$ cat config.mk
export PLATFORM = sky130hd
export DESIGN_NAME = trip_fuel_distance_accumulator_top
export DESIGN_NICKNAME = d
export VERILOG_FILES = /design/src/hdl/tfda_pkg.sv /design/src/hdl/trip_fuel_distance_accumulator_top.sv /design/src/hdl/tfda_mul.sv /design/src/hdl/tfda_bank.sv
export SDC_FILE = /design/constraint.sdc
export NUM_CORES = 2
export LEC_CHECK = 0
export BUFFER_PORTS_ARGS = -buffer_cell sky130_fd_sc_hd__buf_2
export CAP_MARGIN = 20
export CELL_PAD_IN_SITES_DETAIL_PLACEMENT = 0
export CELL_PAD_IN_SITES_GLOBAL_PLACEMENT = 1
export CORE_UTILIZATION = 50
export CTS_CLUSTER_SIZE = 24
export DETAILED_ROUTE_END_ITERATION = 7
export PLACE_DENSITY = 0.79
export REMOVE_ABC_BUFFERS = 1
export SYNTH_ARGS = -nofsm -noshare
export SYNTH_HDL_FRONTEND = slang
export SYNTH_HIERARCHICAL = 1
export SYNTH_SLANG_ARGS = --single-unit
$ cat constraint.sdc
create_clock -name clk_i -period 13.5 [get_ports clk_i]
set_input_delay 2.7 -clock clk_i [delete_from_list [all_inputs] [get_ports clk_i]]
set_output_delay 2.7 -clock clk_i [all_outputs]
set_load 0.01 [all_outputs]
$ cat src/hdl/tfda_pkg.sv
// types and constants shared by the trip fuel and distance accumulator
package tfda_pkg;

  localparam int unsigned SlotCount = 3;
  localparam int unsigned SumW      = 32;
  localparam int unsigned PctW      = 8;

  // shared multiplier
  localparam int unsigned MulW  = 25;
  localparam int unsigned ProdW = 2 * MulW;

  // exact reciprocals: floor(x / d) == (x * m) >> k over the dividend range
  localparam logic [MulW-1:0] Recip36   = 25'd29826162;  // x < 2^24
  localparam int unsigned     Shift36   = 30;
  localparam logic [MulW-1:0] Recip100  = 25'd21474837;  // x < 2^24
  localparam int unsigned     Shift100  = 31;
  localparam logic [34:0]     Recip1073 = 35'd32790654324;  // x < 2^34
  localparam int unsigned     Shift1073 = 45;

  // the 34 x 35 bit fuel divide is split at bit 17 into 17 and 18 bit slices
  localparam int unsigned SplitW = 17;
  localparam int unsigned XW     = 2 * SplitW;
  localparam int unsigned AccW   = 69;
  localparam logic [SplitW-1:0]   RecipLo = Recip1073[SplitW-1:0];
  localparam logic [34-SplitW:0]  RecipHi = Recip1073[34:SplitW];

  localparam int unsigned DistIncW = 19;
  localparam int unsigned FlowW    = 18;
  localparam int unsigned FuelIncW = 24;

  localparam logic [15:0]     OpenLoopMask = 16'h0400;
  localparam logic [8:0]      IdleMargin   = 9'd4;
  localparam logic [7:0]      IdleReset    = 8'd255;
  localparam logic [PctW-1:0] PctReset     = 8'd100;

  typedef struct packed {
    logic [2:0]  clear_trip_mask;
    logic [15:0] elapsed_ms;
    logic        speed_valid;
    logic [7:0]  speed_kmh;
    logic        engine_running;
    logic        throttle_valid;
    logic [7:0]  throttle_raw;
    logic        status_valid;
    logic [15:0] status_word;
    logic        flow_supported;
    logic        flow_valid;
    logic [15:0] flow_raw;
  } in_item_t;

  typedef struct packed {
    logic [31:0] tank_distance;
    logic [31:0] tank_burn;
    logic [31:0] tank_idle_burn;
    logic [31:0] trip_distance;
    logic [31:0] trip_burn;
    logic [31:0] trip_idle_burn;
    logic [31:0] outing_distance;
    logic [31:0] outing_burn;
    logic [31:0] outing_idle_burn;
    logic [31:0] adjusted_flow;
    logic [7:0]  idle_throttle;
  } out_item_t;

  typedef struct packed {
    logic [SlotCount-1:0] clr_mask;
    logic                 dist_en;
    logic                 fuel_en;
    logic                 waste_en;
  } bank_cmd_t;

endpackage

$ cat src/hdl/trip_fuel_distance_accumulator_top.sv
// trip fuel and distance accumulator top level with step sequencer
// One sample item is taken at a time and worked on in full before the next
// is accepted. An item with an invalid speed reading goes straight to the
// output step; others run the distance multiply, divide and add and then the
// engine, throttle, status and fuel cut-off checks, and on the full fuel
// path flow times gain, divide by 100, flow times time, divide by 1073 and
// fuel add. The single 25 x 25 bit registered multiplier forms speed times
// time, both constant divides by reciprocal, flow times gain and flow times
// time, and the four partial products of the divide by 1073. A finished
// result waits in the output register while the next item is accepted and
// worked on; an item that finishes while that result is still waiting holds
// in its last step until the result is taken. The gain register port is
// always ready and unguarded; the user must write it with no item in flight.
module trip_fuel_distance_accumulator_top #(
  parameter int unsigned TRIP_COUNT = 3
) (
  input  logic                      clk_i,
  input  logic                      rst_ni,
  input  logic                      cfg_valid_i,
  output logic                      cfg_ready_o,
  input  logic [tfda_pkg::PctW-1:0] cfg_data_i,
  input  logic                      in_valid_i,
  output logic                      in_ready_o,
  input  tfda_pkg::in_item_t        in_data_i,
  output logic                      out_valid_o,
  input  logic                      out_ready_i,
  output tfda_pkg::out_item_t       out_data_o
);
  import tfda_pkg::*;

  typedef enum logic [3:0] {
    S_IDLE,
    S_D_MUL,
    S_D_DIV,
    S_D_ADD,
    S_CHECK,
    S_F_DIV,
    S_F_MUL,
    S_R0,
    S_R1,
    S_R2,
    S_R3,
    S_R4,
    S_F_ADD,
    S_DONE
  } state_e;

  state_e          state_q, state_d;
  logic            out_valid_q, out_valid_d;
  out_item_t       out_q, out_d;
  logic [7:0]      idle_q, idle_d;
  logic [PctW-1:0] pct_q, pct_d;

  in_item_t        item_q, item_d;
  logic [FlowW-1:0] flow_q, flow_d;
  logic [XW-1:0]   x_q, x_d;
  logic [AccW-1:0] acc_q, acc_d;

  logic [MulW-1:0]  mul_a, mul_b;
  logic [ProdW-1:0] mul_p;

  bank_cmd_t            cmd;
  logic [DistIncW-1:0]  dist_inc;
  logic [FuelIncW-1:0]  fuel_inc;
  logic [SumW-1:0]      dist_sum  [TRIP_COUNT];
  logic [SumW-1:0]      fuel_sum  [TRIP_COUNT];
  logic [SumW-1:0]      waste_sum [TRIP_COUNT];
  logic [SumW-1:0]      slot_dist  [SlotCount];
  logic [SumW-1:0]      slot_fuel  [SlotCount];
  logic [SumW-1:0]      slot_waste [SlotCount];

  logic [7:0]       idle_new;
  logic             cutoff;
  logic [15:0]      flow_eff;
  logic [FlowW-1:0] flow_now;

  tfda_mul u_mul (
    .clk_i (clk_i),
    .a_i   (mul_a),
    .b_i   (mul_b),
    .p_o   (mul_p)
  );

  tfda_bank #(
    .TRIP_COUNT (TRIP_COUNT)
  ) u_bank (
    .clk_i       (clk_i),
    .rst_ni      (rst_ni),
    .cmd_i       (cmd),
    .dist_inc_i  (dist_inc),
    .fuel_inc_i  (fuel_inc),
    .dist_sum_o  (dist_sum),
    .fuel_sum_o  (fuel_sum),
    .waste_sum_o (waste_sum)
  );

  // trips beyond the configured count read as zero
  for (genvar s = 0; s < SlotCount; s++) begin : g_slot
    if (s < TRIP_COUNT) begin : g_used
      assign slot_dist[s]  = dist_sum[s];
      assign slot_fuel[s]  = fuel_sum[s];
      assign slot_waste[s] = waste_sum[s];
    end else begin : g_unused
      assign slot_dist[s]  = '0;
      assign slot_fuel[s]  = '0;
      assign slot_waste[s] = '0;
    end
  end

  assign dist_inc = mul_p[Shift36 +: DistIncW];
  assign fuel_inc = acc_q[Shift1073 +: FuelIncW];
  assign flow_now = mul_p[Shift100 +: FlowW];

  assign idle_new = (item_q.throttle_raw != 8'd0 && item_q.throttle_raw < idle_q) ?
                    item_q.throttle_raw : idle_q;
  // overrun cut-off: throttle near idle while in open loop
  assign cutoff   = ({1'b0, item_q.throttle_raw} < ({1'b0, idle_new} + IdleMargin)) &&
                    ((item_q.status_word & OpenLoopMask) != 16'd0);
  assign flow_eff = (item_q.flow_supported && item_q.flow_valid) ? item_q.flow_raw : 16'd0;

  assign pct_d = (cfg_valid_i) ? cfg_data_i : pct_q;

  always_comb begin
    state_d     = state_q;
    out_valid_d = out_valid_q & ~out_ready_i;
    out_d       = out_q;
    idle_d      = idle_q;
    item_d      = item_q;
    flow_d      = flow_q;
    x_d         = x_q;
    acc_d       = acc_q;
    mul_a       = '0;
    mul_b       = '0;
    cmd         = '0;
    case (state_q)
      S_IDLE: begin
        if (in_valid_i) begin
          item_d       = in_data_i;
          flow_d       = '0;
          cmd.clr_mask = in_data_i.clear_trip_mask;
          state_d      = in_data_i.speed_valid ? S_D_MUL : S_DONE;
        end
      end
      S_D_MUL: begin
        mul_a   = MulW'(item_q.speed_kmh);
        mul_b   = MulW'(item_q.elapsed_ms);
        state_d = S_D_DIV;
      end
      S_D_DIV: begin
        mul_a   = mul_p[MulW-1:0];
        mul_b   = Recip36;
        state_d = S_D_ADD;
      end
      S_D_ADD: begin
        cmd.dist_en = 1'b1;
        state_d     = S_CHECK;
      end
      S_CHECK: begin
        if (!item_q.engine_running || !item_q.throttle_valid) begin
          state_d = S_DONE;
        end else begin
          idle_d = idle_new;
          if (!item_q.status_valid || cutoff) begin
            state_d = S_DONE;
          end else begin
            mul_a   = MulW'(flow_eff);
            mul_b   = MulW'(pct_q);
            state_d = S_F_DIV;
          end
        end
      end
      S_F_DIV: begin
        mul_a   = mul_p[MulW-1:0];
        mul_b   = Recip100;
        state_d = S_F_MUL;
      end
      S_F_MUL: begin
        flow_d  = flow_now;
        mul_a   = MulW'(flow_now);
        mul_b   = MulW'(item_q.elapsed_ms);
        state_d = S_R0;
      end
      // fuel divide: low x low, two cross terms, high x high
      S_R0: begin
        x_d     = mul_p[XW-1:0];
        mul_a   = MulW'(mul_p[SplitW-1:0]);
        mul_b   = MulW'(RecipLo);
        state_d = S_R1;
      end
      S_R1: begin
        acc_d   = AccW'(mul_p);
        mul_a   = MulW'(x_q[SplitW-1:0]);
        mul_b   = MulW'(RecipHi);
        state_d = S_R2;
      end
      S_R2: begin
        acc_d   = acc_q + (AccW'(mul_p) << SplitW);
        mul_a   = MulW'(x_q[XW-1:SplitW]);
        mul_b   = MulW'(RecipLo);
        state_d = S_R3;
      end
      S_R3: begin
        acc_d   = acc_q + (AccW'(mul_p) << SplitW);
        mul_a   = MulW'(x_q[XW-1:SplitW]);
        mul_b   = MulW'(RecipHi);
        state_d = S_R4;
      end
      S_R4: begin
        acc_d   = acc_q + (AccW'(mul_p) << XW);
        state_d = S_F_ADD;
      end
      S_F_ADD: begin
        cmd.fuel_en  = 1'b1;
        cmd.waste_en = (item_q.speed_kmh == 8'd0);
        state_d      = S_DONE;
      end
      S_DONE: begin
        if (!out_valid_q || out_ready_i) begin
          out_valid_d            = 1'b1;
          out_d.tank_distance    = slot_dist[0];
          out_d.tank_burn        = slot_fuel[0];
          out_d.tank_idle_burn   = slot_waste[0];
          out_d.trip_distance    = slot_dist[1];
          out_d.trip_burn        = slot_fuel[1];
          out_d.trip_idle_burn   = slot_waste[1];
          out_d.outing_distance  = slot_dist[2];
          out_d.outing_burn      = slot_fuel[2];
          out_d.outing_idle_burn = slot_waste[2];
          out_d.adjusted_flow    = 32'(flow_q);
          out_d.idle_throttle    = idle_q;
          state_d                = S_IDLE;
        end
      end
      default: begin
        state_d = S_IDLE;
      end
    endcase
  end

  always_ff @(posedge clk_i or negedge rst_ni) begin
    if (!rst_ni) begin
      state_q     <= S_IDLE;
      out_valid_q <= 1'b0;
      out_q       <= '0;
      idle_q      <= IdleReset;
      pct_q       <= PctReset;
    end else begin
      state_q     <= state_d;
      out_valid_q <= out_valid_d;
      out_q       <= out_d;
      idle_q      <= idle_d;
      pct_q       <= pct_d;
    end
  end

  always_ff @(posedge clk_i) begin
    item_q <= item_d;
    flow_q <= flow_d;
    x_q    <= x_d;
    acc_q  <= acc_d;
  end

  assign cfg_ready_o = 1'b1;
  assign in_ready_o  = (state_q == S_IDLE);
  assign out_valid_o = out_valid_q;
  assign out_data_o  = out_q;

endmodule

$ cat src/hdl/tfda_mul.sv
// shared unsigned multiplier with registered product
module tfda_mul (
  input  logic                        clk_i,
  input  logic [tfda_pkg::MulW-1:0]   a_i,
  input  logic [tfda_pkg::MulW-1:0]   b_i,
  output logic [tfda_pkg::ProdW-1:0]  p_o
);
  import tfda_pkg::*;

  logic [ProdW-1:0] p_q;

  always_ff @(posedge clk_i) begin
    p_q <= ProdW'(a_i) * ProdW'(b_i);
  end

  assign p_o = p_q;

endmodule

$ cat src/hdl/tfda_bank.sv
// per-trip distance, fuel and waste sums
module tfda_bank #(
  parameter int unsigned TRIP_COUNT = 3
) (
  input  logic                          clk_i,
  input  logic                          rst_ni,
  input  tfda_pkg::bank_cmd_t           cmd_i,
  input  logic [tfda_pkg::DistIncW-1:0] dist_inc_i,
  input  logic [tfda_pkg::FuelIncW-1:0] fuel_inc_i,
  output logic [tfda_pkg::SumW-1:0]     dist_sum_o  [TRIP_COUNT],
  output logic [tfda_pkg::SumW-1:0]     fuel_sum_o  [TRIP_COUNT],
  output logic [tfda_pkg::SumW-1:0]     waste_sum_o [TRIP_COUNT]
);
  import tfda_pkg::*;

  logic [SumW-1:0] dist_q  [TRIP_COUNT];
  logic [SumW-1:0] fuel_q  [TRIP_COUNT];
  logic [SumW-1:0] waste_q [TRIP_COUNT];

  always_ff @(posedge clk_i or negedge rst_ni) begin
    if (!rst_ni) begin
      for (int i = 0; i < TRIP_COUNT; i++) begin
        dist_q[i]  <= '0;
        fuel_q[i]  <= '0;
        waste_q[i] <= '0;
      end
    end else begin
      for (int i = 0; i < TRIP_COUNT; i++) begin
        if (cmd_i.clr_mask[i]) begin
          dist_q[i]  <= '0;
          fuel_q[i]  <= '0;
          waste_q[i] <= '0;
        end else begin
          if (cmd_i.dist_en) begin
            dist_q[i] <= dist_q[i] + SumW'(dist_inc_i);
          end
          if (cmd_i.fuel_en) begin
            fuel_q[i] <= fuel_q[i] + SumW'(fuel_inc_i);
          end
          if (cmd_i.waste_en) begin
            waste_q[i] <= waste_q[i] + SumW'(fuel_inc_i);
          end
        end
      end
    end
  end

  assign dist_sum_o  = dist_q;
  assign fuel_sum_o  = fuel_q;
  assign waste_sum_o = waste_q;

endmodule

==> Word-level counts from Yosys, hierarchy flattened <==
Index checks and enable logic that the tools add are counted.
{ "word_totals": {"romBits": 0, "ram_bits": 0, "regBits": 858, "n_memories": 0, "latch_bits": 0, "word_cells": 146, "out_inout_bits": 331, "inputBits": 86} }
{ "classes": {"shift": 0, "div_mod_pow": 0, "multipliers": 1, "n_eq_ne": 15, "n_mux": 41, "add_sub_neg": 12, "bitwise": 3, "reduce_logical": 34, "magnitude_cmp": 2} }
{ "ops": {"columns": ["op", "count"], "rows": [
  ["two-way mux 32 bit", 18],
  ["case mux 69 bit (3 select lines)", 1],
  ["adder 32 x 24 -> 32 bit", 6],
  ["case mux 25 bit (7 select lines)", 1],
  ["case mux 25 bit (6 select lines)", 1],
  ["adder 32 x 19 -> 32 bit", 3],
  ["adder 69 x 67 -> 69 bit", 1],
  ["adder 69 bit", 1],
  ["case mux 4 bit (14 select lines)", 1],
  ["multiplier 25 x 25 -> 50 bit", 1],
  ["two-way mux 16 bit", 3],
  ["case mux 18 bit (2 select lines)", 1],
  ["equality test 4 bit, second input constant", 6],
  ["two-way mux 8 bit", 3],
  ["two-way mux 4 bit", 5],
  ["nonzero test 2 bit", 10],
  ["two-way mux 18 bit", 1],
  ["equality test 4 x 3 -> 1 bit, second input constant", 4],
  ["AND reduction 2 bit", 5],
  ["OR reduction 2 bit", 5],
  ["adder 8 x 3 -> 9 bit, second input constant", 1],
  ["< comparator 8 x 9 -> 1 bit", 1],
  ["equality test 4 x 2 -> 1 bit, second input constant", 2],
  ["logical NOT 8 bit", 1],
  ["14 further kinds", 26]
]} }

==> Depth between registers and ports, before layout <==
{ "logic_depth": {"word_depth": 11, "ltp_mapped": 45, "depth_no_buf": 41} }

==> Cells and area by module <==
The synthesis kept the hierarchy.
{ "modules_own_cells": {"columns": ["module", "area_each_um2", "cells_each", "instances", "seq_area_each_um2"], "rows": [
  ["trip_fuel_distance_accumulator_top", 24141.9, 1934, 1, 13141.4],
  ["tfda_bank", 21739.6, 2482, 1, 7206.9],
  ["tfda_mul", 21695.8, 2418, 1, 1001.0]
]} }

==> Worst setup path before layout <==
OpenSTA, ideal clock, no wires.
{ "synth_timing": {"kind": "reg2reg", "start": "register idle_q[1]", "end": "register u_mul.p_q[47] (netlist: u_mul/p_o[47])", "period_less_slack_ns": 9.680, "t_arrival_ns": 9.608, "slack_ns": 3.820, "setup_time_ns": 0.072, "stages_incl_launch_ff": 45, "n_path_buf": 4, "t_required_ns": 13.428, "cell_sequence": "dfstp_2 inv_1 ha_1 a21o_1 a21o_1 a21oi_1 o211ai_1 buf_2 mux2_2 ha_1 nand3_1 xnor2_1 o21ai_0 ha_1 o2111ai_1 a21oi_1 o2111ai_1 clkbuf_1 (+9 left out) fa_1 inv_1 fa_1 inv_1 fa_1 inv_1 fa_1 inv_1 ha_1 buf_2 nand2_1 o21ai_0 a221oi_2 a21oi_1 a31oi_4 o2111ai_2 a31oi_1 xnor2_1"} }
{ "synth_via": {"elab_chain_cells": 11, "word_cells_on_any_way": 14, "cone_classes": "add/sub: 1; mul: 1; order compare: 2; mux: 7; reduce/logical: 3"} }
{ "synth_lines": {"columns": ["element", "line_no", "text"], "rows": [
  ["start: declaration", "trip_fuel_distance_accumulator_top.sv:51", "logic [7:0] idle_q, idle_d;"],
  ["start signal: assignment", "trip_fuel_distance_accumulator_top.sv:245", "idle_q <= IdleReset;"],
  ["start signal: assignment", "trip_fuel_distance_accumulator_top.sv:251", "idle_q <= idle_d;"],
  ["< comparator 8 bit", "trip_fuel_distance_accumulator_top.sv:114", "assign idle_new = (item_q.throttle_raw != 8'd0 && item_q.throttle_raw < idle_q) ?"],
  ["logical AND 1 bit", "trip_fuel_distance_accumulator_top.sv:114", null],
  ["two-way mux 8 bit", "trip_fuel_distance_accumulator_top.sv:114", null],
  ["net idle_new[2]", "trip_fuel_distance_accumulator_top.sv:72", "logic [7:0] idle_new;"],
  ["adder 8 x 3 -> 9 bit", "trip_fuel_distance_accumulator_top.sv:117", "assign cutoff = ({1'b0, item_q.throttle_raw} < ({1'b0, idle_new} + IdleMargin)) &&"],
  ["< comparator 8 x 9 -> 1 bit", "trip_fuel_distance_accumulator_top.sv:117", null],
  ["logical AND 1 bit", "trip_fuel_distance_accumulator_top.sv:117", null],
  ["logical OR 1 bit", "trip_fuel_distance_accumulator_top.sv:163", "if (!item_q.status_valid || cutoff) begin"],
  ["two-way mux 16 bit", "trip_fuel_distance_accumulator_top.sv:163", null],
  ["two-way mux 16 bit", "trip_fuel_distance_accumulator_top.sv:159", "if (!item_q.engine_running || !item_q.throttle_valid) begin"],
  ["case mux 25 bit (7 select lines)", "trip_fuel_distance_accumulator_top.sv:135", "case (state_q)"],
  ["net mul_a[13]", "trip_fuel_distance_accumulator_top.sv:59", "logic [MulW-1:0] mul_a, mul_b;"],
  ["multiplier 25 x 25 -> 50 bit", "tfda_mul.sv:13", "p_q <= ProdW'(a_i) * ProdW'(b_i);"],
  ["end signal: assignment", "tfda_mul.sv:13", null],
  ["end: declaration", "tfda_mul.sv:10", "logic [ProdW-1:0] p_q;"]
]} }
The timed path passes the listed nets, and every way through them passes these cells.
A chain may end at the register's enable or synchronous reset.

==> Final worst setup path <==
{ "layout_timing": {"start": "register idle_q[1]", "end": "register u_mul.p_q[43] (netlist: u_mul/p_o[43])"} }
The elaborated chain is that of the path after synthesis.

==> reports/metrics.cfg <==
[sta]
hold_viol = 0
relSlewSlack = 0.2413
layout_setup_ws_ps = 2434
rsz0062_at_grt = false
tns_ps = 0
drv_slew = 0
period_needed_ps = 11070
fmax_mhz = 90.37
worst_pin_slew_ps = 1138
finClkSkew_ps = 53.08
period_share = 0.8197
setup_violations = 0

[place]
place_inst = 8820
gp_congestion = 0.9258
place_area_um2 = 71540
port_buffers = 386
dpl_worst_slack_ps = 2146
place_hpwl_um = 143700

[setup_path]
startpoint_type = flip-flop
critical_path_class = reg -> reg
crit_fanout = 22
cp_common_cell = fa_1
slowest_stage = o211ai_1
arrival_ps = 11700
slowest_delay_ps = 700
cp.required_ps = 14140
cp-end-kind = flip-flop

[synthesis]
ys_ff_latch = 831
synth_edf_count = 158
synth_top_flop_cell = dfrtp_1
ys_types = 110
netlist_area_um2 = 67580
async_flop_share = 0.7497
synth-xor-area-share = 0.04186
synth_top_family_by_area = adder cells
yosys.area_share.adder = 0.2489
synth_cells = 6834
syn_avg_cell_area_um2 = 9.888
yosysSeqAreaShare = 0.3159
synth.area.mux_share = 0.07243
yosys.area_share.simple = 0.1348
synth_compound_area_frac = 0.1283
ys_warn_count = 6

[final_layout]
fillers = 11890
instances_no_fill = 9007
multi_input_area_um2 = 42560
final_nets = 8264
stdcell_area_um2 = 74990
regArea_um2 = 21350
final_layout_size_suffix_gt1_frac = 0.1470
syn2layout_area_growth_pct = 10.98

[floorplan]
die_y_um = 369.6
row_count = 134
io-pin-count = 417
die-area_um2 = 136600
die_w_um = 369.6
initial_utilization = 0.5051
design.core.area_um2 = 133800

[clocking]
cts_tree = yes
clk_pin_slew_ps = 60
clkSinkCount = 831
post-cts-setup-buffers = 0
cts_root_buf = clkbuf_16
htreeDepth = 3
cts_buffer_depth = 3
cts_resized = 0
clock_latency_ps = 730
hold_buffers = 0
cts_made_buffers = 98

[route]
vias = 51730
wl_per_cell_um = 21.77
drt_iter0_drc = 3851
ant_nets = 0
wl_um = 196100
dr.pass1.iters = 8
drc = 32
viasPerCell = 5.743

[global_routing]
grt_antenna_before_repair = 16
grt_pass1_wl_um = 304500
grtUsageTotal = 0.2885
grt_max_degree = 160
grt_pass1_vias = 52280
overflow = 0

[outcome]
status = finished, violations left
violations = DRC

[job]
maxCapViolCount = 0

[min_path]
hold_path.class = reg -> reg

[cell type report]
type / count / share of cell area
multi-input combinational: 5018 / 0.5675
clock inverter: 51 / 0.008075
sequential: 831 / 0.2847
tap: 1768 / 0.02950
inverter: 715 / 0.03579
antenna: 1 / 0.00003337
timing repair buffer: 492 / 0.03764
clock buffer: 131 / 0.03679
[sequential cells by signal, summed over array words and instances, names as in the netlist]
| name | cells |
|---|---|
| item_q | 54 |
| u_bank/waste_sum_o | 96 |
| u_mul/p_o | 50 |
| out_valid_o | 1 |
| acc_q | 52 |
| u_bank/fuel_sum_o | 96 |
| idle_q | 8 |
| u_bank/dist_sum_o | 96 |
| flow_q | 18 |
| state_q | 4 |
| pct_q | 8 |
| x_q | 34 |
| out_data_o | 314 |
[per-stage QoR]
step | utilization | hold WS [ps]
CTS | 0.5598 | 477.2
finish | 0.5605 | 477.6
global placement | 0.5347 | 467.2
global route | 0.5605 | 505.0
detailed placement | 0.5347 | 473.1
floorplan | - | 454.2
[worst max-delay path: cells and delay by family, from the launching register on]
| family | cells | cell delay [ps] |
|---|---|---|
| and+or+nand+nor | 2 | 310 |
| adders and majority gates | 11 | 4700 |
| xor gates and xnor gates | 2 | 280 |
| buffers and inverters | 8 | 1050 |
| muxes | 1 | 380 |
| AOI/OAI and AO/OA | 16 | 3630 |
| DFF | 1 | 550 |
[worst paths after layout]
kind | from | end | slack, ps | cells after the start
setup / recovery | idle_q[1] | u_mul/p_o[43] | 2430 | 40
hold / removal | flow_q[6] | out_data_o[14] | 480 | 1
setup reg to reg | idle_q[1] | u_mul/p_o[43] | 2430 | 40
hold reg to reg | flow_q[6] | out_data_o[14] | 480 | 1
max in group asynchronous | rst_ni | out_data_o[225] | 9450 | 4
min in group asynchronous | rst_ni | out_data_o[199] | 1990 | 1
[layout by cell type (no fill, tap or decap), types with 54 or more instances in the layout]
cell type,count
xor2_1,104
and2_1,357
o21a_1,54
xnor2_1,219
o21ai_0,178
nor2_1,485
a21o_1,171
ha_1,485
dfrtp_1,612
buf_4,101
and3_1,56
nor3_1,66
mux2_2,335
mux2i_1,96
o21ai_1,62
nand3_1,82
nand2_1,548
a21oi_1,366
fa_1,537
nor2b_1,67
buf_2,385
clkbuf_16,100
edfxtp_1,158
a211oi_1,75
inv_1,713
nand4_1,60
[cell usage after synthesis, types with 82 or more instances]
library cell    n  area [µm²]
xnor2_1       219        1918
a21oi_1       366        1832
a21o_1        171        1284
mux2i_1        96       960.9
nand3_1        82       410.4
edfxtp_1      158        4745
nor2_1        490        1839
o21ai_0       195       975.9
and2_1        359        2246
ha_1          485        6068
nand2_1       548        2057
clkbuf_1      265       994.7
fa_1          537       10750
mux2_2        335        3772
xor2_1        104       910.9
dfrtp_1       612       15310
inv_1         713        2676
[layer usage]
metal | routed length (µm) | share of wire | global-route usage | vias to the layer above
met3 | 10720 | 0.055 | 0.03154 | 376
met5 | 13 | 0.000066 | 0 | -
met1 | 85950 | 0.44 | 0.3928 | 25890
met4 | 8166 | 0.042 | 0.1140 | 2
met2 | 91220 | 0.47 | 0.4712 | 1584
li1 | - | - | - | 23870
[logic make-up (layout without fill, tap and decap cells)]
logic type | count (synthesis) | count (layout)
AND/OR/NAND/NOR | 1883 | 1883
multiplexers | 445 | 445
buffers and inverters | 1019 | 1389
adder cells (fa/ha/maj) | 1022 | 1022
AO/OA/AOI/OAI | 1309 | 1309
other | 2 | 37
XOR/XNOR | 323 | 323
flip-flops | 831 | 831
Power is not shown: default switching activity piles up to over one toggle a cycle in this logic, so the estimate is an artifact.
